### src/hw/rtl/mfdc_pkg.sv
// ----------------------------------------------------------------------------
// mfdc_pkg
// Shared types and codes of the mesh face delete compactor.
// ----------------------------------------------------------------------------
package mfdc_pkg;

    localparam int KIND_W  = 2;
    localparam int COUNT_W = 8;
    localparam int VID_W   = 12;
    localparam int VT_W    = 13;
    localparam int VAL_W   = 12;

    localparam logic [KIND_W-1:0] KIND_HEAD   = 2'd0;
    localparam logic [KIND_W-1:0] KIND_ID     = 2'd1;
    localparam logic [KIND_W-1:0] KIND_FINISH = 2'd2;
    localparam logic [KIND_W-1:0] KIND_DRAIN  = 2'd3;

    localparam logic [KIND_W-1:0] OUT_COUNT = 2'd0;
    localparam logic [KIND_W-1:0] OUT_ID    = 2'd1;
    localparam logic [KIND_W-1:0] OUT_OLD   = 2'd2;
    localparam logic [KIND_W-1:0] OUT_NONE  = 2'd3;

    typedef struct packed {
        logic [KIND_W-1:0]  kind;
        logic [COUNT_W-1:0] count;
        logic               del;
        logic [VID_W-1:0]   id;
    } cmd_t;

    typedef struct packed {
        logic ready;
        logic clearing;
    } bstat_t;

endpackage

### src/hw/rtl/mfdc_front.sv
// ----------------------------------------------------------------------------
// mfdc_front
// Command intake: captures words into a two-entry queue toward the back end.
// ----------------------------------------------------------------------------
module mfdc_front
    import mfdc_pkg::*;
(
    input  logic               clk,
    input  logic               rst_n,
    input  logic               start,
    output logic               busy,
    input  logic [KIND_W-1:0]  kind,
    input  logic [COUNT_W-1:0] face_vertex_count,
    input  logic               delete_flag,
    input  logic [VID_W-1:0]   vertex_id,
    input  bstat_t             bstat,
    output logic               cmd_valid,
    output cmd_t               cmd
);

    cmd_t       q_reg [2];
    logic       wp_reg, wp_next;
    logic       rp_reg, rp_next;
    logic [1:0] cnt_reg, cnt_next;
    logic       push, pop;

    assign busy      = (cnt_reg == 2'd2) | bstat.clearing;
    assign push      = start & ~busy;
    assign cmd_valid = (cnt_reg != 2'd0);
    assign pop       = cmd_valid & bstat.ready;
    assign cmd       = q_reg[rp_reg];

    always_comb
    begin
        wp_next  = push ? ~wp_reg : wp_reg;
        rp_next  = pop ? ~rp_reg : rp_reg;
        cnt_next = cnt_reg + {1'b0, push} - {1'b0, pop};
    end

    always_ff @(posedge clk)
    begin
        if (push)
        begin
            q_reg[wp_reg] <= '{kind: kind, count: face_vertex_count,
                               del: delete_flag, id: vertex_id};
        end
    end

    always_ff @(posedge clk or negedge rst_n)
    begin
        if (!rst_n)
        begin
            wp_reg  <= 1'b0;
            rp_reg  <= 1'b0;
            cnt_reg <= 2'd0;
        end
        else
        begin
            wp_reg  <= wp_next;
            rp_reg  <= rp_next;
            cnt_reg <= cnt_next;
        end
    end

endmodule

### config.mk
export PLATFORM = sky130hd
export DESIGN_NAME = mfdc_front
export DESIGN_NICKNAME = d
export VERILOG_FILES = /design/src/hw/rtl/mfdc_pkg.sv /design/src/hw/rtl/mfdc_front.sv
export SDC_FILE = /design/constraint.sdc
export NUM_CORES = 1
export LEC_CHECK = 0
export ABC_AREA = 1
export BUFFER_PORTS_ARGS = -buffer_cell sky130_fd_sc_hd__buf_2
export CORE_ASPECT_RATIO = 0.5
export CORE_MARGIN = 2
export CORE_UTILIZATION = 38
export DETAILED_ROUTE_END_ITERATION = 6
export PLACE_DENSITY = 0.59
export SYNTH_ARGS = -nofsm -noshare
export SYNTH_HDL_FRONTEND = slang
export SYNTH_SLANG_ARGS = --single-unit
### constraint.sdc
create_clock -name clk -period 4.7 [get_ports clk]
set_clock_uncertainty 0.1 [all_clocks]
set_input_delay 0.47 -clock clk [delete_from_list [all_inputs] [get_ports clk]]
set_output_delay 0.47 -clock clk [all_outputs]
set_load 0.02 [all_outputs]
### Word level (Yosys, flattened, before mapping)

Memories as Yosys holds them, arrays and structs flattened.
Index checks and enable logic that the tools add are counted.

| word-level totals | value |
|---|---|
| flip-flop bits (word level) | 4 |
| latch bits | 0 |
| bits in writable memories | 46 |
| memory bits (read-only) | 0 |
| input bits | 28 |
| output and inout port bits | 25 |
| logic and storage cells | 16 |
| memories kept | 1 |

| operators by class | value |
|---|---|
| add/sub/neg operators | 2 |
| multipliers | 0 |
| div/mod/pow operators | 0 |
| $lt $le $gt $ge | 0 |
| eq/ne operators | 1 |
| shift operators | 0 |
| mux-type cells | 2 |
| bitwise operators | 6 |
| reduce and logical (&&, ||, !) cells | 1 |

Memory list:

| memory | words | width | read ports | clocked after Yosys merged registers in | wr ports | RTL line | source |
|---|---|---|---|---|---|---|---|
| q_reg | 2 | 23 | 1 | 0 | 1 | mfdc_front.sv:21 | `cmd_t q_reg [2];` |

Operators by type and width:

| cell | number |
|---|---|
| $not 1->1 | 3 |
| $add 2x1->2 | 1 |
| $and 1x1->1 | 2 |
| $eq 2x2->1 const B | 1 |
| $mux 1 | 2 |
| $reduce_bool 2->1 | 1 |
| $sub 2x1->2 | 1 |
| $or 1x1->1 | 1 |

### Logic depth before layout (Yosys ltp)

| depth | value |
|---|---|
| depth in word-level cells | 6 |
| mapped depth | 10 |

### Least setup slack after synthesis

No wires, ideal clock.

| path | value |
|---|---|
| path type | input port to flip-flop |
| start point | in bstat[0] (netlist name) |
| end point | mem q_reg[1][0] (netlist name) (enable) |
| library setup time | 0.403 ns |
| data arrival time | 1.652 ns |
| path slack | 2.545 ns |
| stages | 3 |
| cell sequence | inv_1 > nand3_1 > nor2_1 |

| on the way | value |
|---|---|
| longest elaborated chain between the ends | 5 |

RTL lines:

| item | RTL line | source |
|---|---|---|
| from (decl) | mfdc_front.sv:16 | `input bstat_t bstat,` |
| $or 1x1->1 | mfdc_front.sv:27 | `assign busy = (cnt_reg == 2'd2) \| bstat.clearing;` |
| $not 1->1 | mfdc_front.sv:28 | `assign push = start & ~busy;` |
| $and 1x1->1 | mfdc_front.sv:28 |  |
| $mux 1 | mfdc_front.sv:42 | `if (push)` |
| $mux 1 (not written as such) | mfdc_front.sv:44 | `q_reg[wp_reg] <= '{kind: kind, count: face_vertex_count,` |
| to (decl) | mfdc_front.sv:21 |  |

No other way between the ends.

==> results.py <==
metrics = {
    "run_status": {
        "status": "finished clean",
    },
    "clock_tree": {
        "tritoncts": "done",
        "post_cts.resized_instances": 0,
        "num_cts_buffers": 5,
        "clock_pin_slew_of_the_registers_on_the_worst_case_setup_and_hold_paths_ns": 0.08,
        "cts_sinks": 50,
        "clock_latency_on_the_worst_skew_pair_ns": 0.28,
        "ctsRootBufferMaster": "clkbuf_8",
        "cts_max_level": 2,
        "ctsLongestPathBuffers": 2,
    },
    "min_path": {
        "holdCritPathClass": "in2reg",
        "whs_endpoint": "q_reg[1][15]",
        "hp-start": "face_vertex_count[2]",
        "min_path_cells": 1,
    },
    "critical_path": {
        "setup_slack_of_the_worst_register_to_register_path_ns": 2.92,
        "timing.critical_path.required_ns": 4.13,
        "rr_worst_depth": 3,
        "regToRegStartpoint": "cnt_reg[1]",
        "worst_setup_path_start_kind": "flip-flop",
        "critPathKind": "reg2out",
        "setup.worst_path.end_class": "output pin",
        "critPathMaxFanout": 25,
        "worstPathArrival_ns": 1.80,
        "worstReg2RegEnd": "q_reg[0][21]",
        "crit_start": "rp_reg",
    },
    "floorplan": {
        "initial_utilization_pct": 39.7,
        "num_io_pins": 53,
        "fp.coreArea_mm2": 0.00498,
        "dieArea_mm2": 0.00583,
        "std_cell_rows": 18,
        "horizontal_die_dimension_um": 106,
        "chip_height_um": 55,
    },
    "sta": {
        "fin_tns_setup_ns": 0,
        "max-slew-margin-rel_pct": 35.6,
        "worst_pin_slew_ns": 0.966,
        "fin_crit_ns": 2.37,
        "setup_violations": 0,
        "final-max-slew-violation-count": 0,
        "finalCritPeriodShare_pct": 50.5,
        "setup_repair_after_global_routing_missed_its_margin": "no",
        "final.hold.worst_slack_ns": 0.263,
        "report.final.hold_viol_count": 0,
        "max_clock_freq_mhz": 422,
    },
    "route": {
        "wire_per_inst_um": 10.9,
        "drt_antenna_net_count": 0,
        "drt_pass1_iterations": 4,
        "totalWireLength_um": 3060,
        "drt_iter0_markers": 43,
        "detail_route.drc_violations": 0,
        "viasPerCell": 4.24,
        "number_of_vias_in_the_routed_layout": 1192,
    },
    "global_route": {
        "globalRouteMet2Util_pct": 22.5,
        "number_of_antenna_violations_at_the_first_check_in_global_routing": 0,
        "vias_in_the_first_global_route": 1122,
        "grt_max_degree": 26,
        "grt.busiest_layer": "met2",
        "first_pass_grt_wire_length_um": 4670,
        "grt.overflow.total": 0,
        "globalRouteTotalUtil_pct": 11.0,
        "groute.layer.met1.usage_pct": 10.6,
        "gr-usage-met3_pct": 4.22,
    },
    "logic_synthesis": {
        "synthesis.instances": 154,
        "yosys_warnings": 0,
        "synth_edf_count": 46,
        "leading_post_synthesis_cells_by_instance_count": "72 x nand2_1, 46 x edfxtp_1, 10 x nand2_2",
        "synth_ff_type": "edfxtp_1",
        "netlist_top_cells_area": "edfxtp_1 70%, nand2_1 14%, dfrtp_1 5.1%, nand2_2 3.2%, inv_1 1.7%",
        "synthDominantAreaCellType": "edfxtp_1",
        "netlist.area_leader.share_pct": 69.9,
        "yosysSeqAreaShare_pct": 74.9,
        "syn_area_mm2": 0.00198,
        "ys_async_sr_fraction_pct": 8.00,
        "synth.net_count": 184,
        "syn_area_per_cell_um2": 12.8,
        "synth.lib_cells_used.distinct": 13,
        "ys_seq_elements": 50,
        "post-synth-top-count-cell": "nand2_1",
    },
    "placement": {
        "dp_hpwl_um": 2100,
        "portBuffers": 52,
        "gp_routability_congestion": 0.687,
    },
    "finish": {
        "finish.net_count": 240,
        "antenna_cells": 0,
        "fillers": 444,
        "share_of_final_layout_standard_cells_stronger_than_drive_strength_1_pct": 33.6,
        "flow.area_growth_from_synthesis_pct": 19.5,
        "largest_register_ff_count": 46,
    },
    "pwr": {
        "power_density_mw_per_mm2": 549,
        "vdd_drop_max_mv": 0.195,
        "total_leakage_power_nw": 1.05,
    },
    "flow_run": {
        "drv_cap": 0,
    },
}
[what timing repair did]
item                       CTS  global route
setup endpoints to repair    0             0
hold buffers                 1             0
buffers inserted             0             0
hold endpoints to repair     4             0
[through the flow]
stage               area [um^2]  util [%]  power [mW]  std cells  setup WS (ns)
CTS                        2360      47.5        1.32        281           2.30
global route               2360      47.5        1.39        281           2.17
floorplan                  1980         -       0.982        154           2.55
finish                     2360      47.5        1.30        281           2.33
detailed placement         2270      45.6        1.09        272           2.62
global placement           2270      45.6        1.08        272           2.61
[how the worst max path moves through the flow]
stage                  endpoint  slack [ns]  cells past startpoint
floorplan           q_reg[1][0]        2.55                      3
global placement        cmd[20]        2.61                      4
detailed placement       cmd[0]        2.62                      4
CTS                      cmd[0]        2.30                      4
global route            cmd[20]        2.17                      4
finish                   cmd[0]        2.33                      4
[cell families (layout without fill, tap and decap cells)]
kind of cell,after synthesis,in the layout,share of synthesized area [%]
simple gates,87,87,18.1
buf+inv,15,72,5.70
fa+ha+maj,2,2,1.27
flops,50,50,74.9
[worst max-delay path: stages, from the launching register on]
cell and delay [ns]:
dfrtp_1 0.98, inv_8 0.19, nand2_1 0.13, nand2_1 0.05, buf_2 0.15
[layout by cell type, fill, tap and decap left out]
master         synthesis  final
clkbuf_8               1      5
inv_1                  9      9
nand4_1                1      1
dfrtp_1                4      4
clkinv_1               0      2
clkinv_4               0      1
ha_1                   2      2
nand2_2               10     10
nor2_2                 0      1
buf_4                  0      1
nand2_1               72     72
edfxtp_1              46     46
buf_2                  0     52
nand3_1                3      3
inv_8                  1      1
dlygate4sd3_1          0      1
[report_power, final]
part | total (mW) | switching (mW) | internal (mW)
combinational | 0.453 | 0.309 | 0.144
sequential | 0.615 | 0.0564 | 0.559
clock | 0.229 | 0.127 | 0.102
[cell type report]
| type | count | area (um^2) | area share (%) |
|---|---|---|---|
| Timing Repair Buffer | 54 | 278 | 11.8 |
| Tap cell | 70 | 87.6 | 3.71 |
| Inverter | 10 | 45.0 | 1.91 |
| Clock buffer | 5 | 68.8 | 2.91 |
| Clock inverter | 3 | 16.3 | 0.689 |
| Sequential cell | 50 | 1480 | 62.7 |
| Multi-Input combinational cell | 89 | 385 | 16.3 |
[metal layers]
layer  vias up  share of wire (%)
met5         -                  0
met4         0                1.2
met3         5                6.2
met2        21                 53
met1       551                 40
li1        615                  -
No activity file was read; power rests on OpenSTA's default activity.
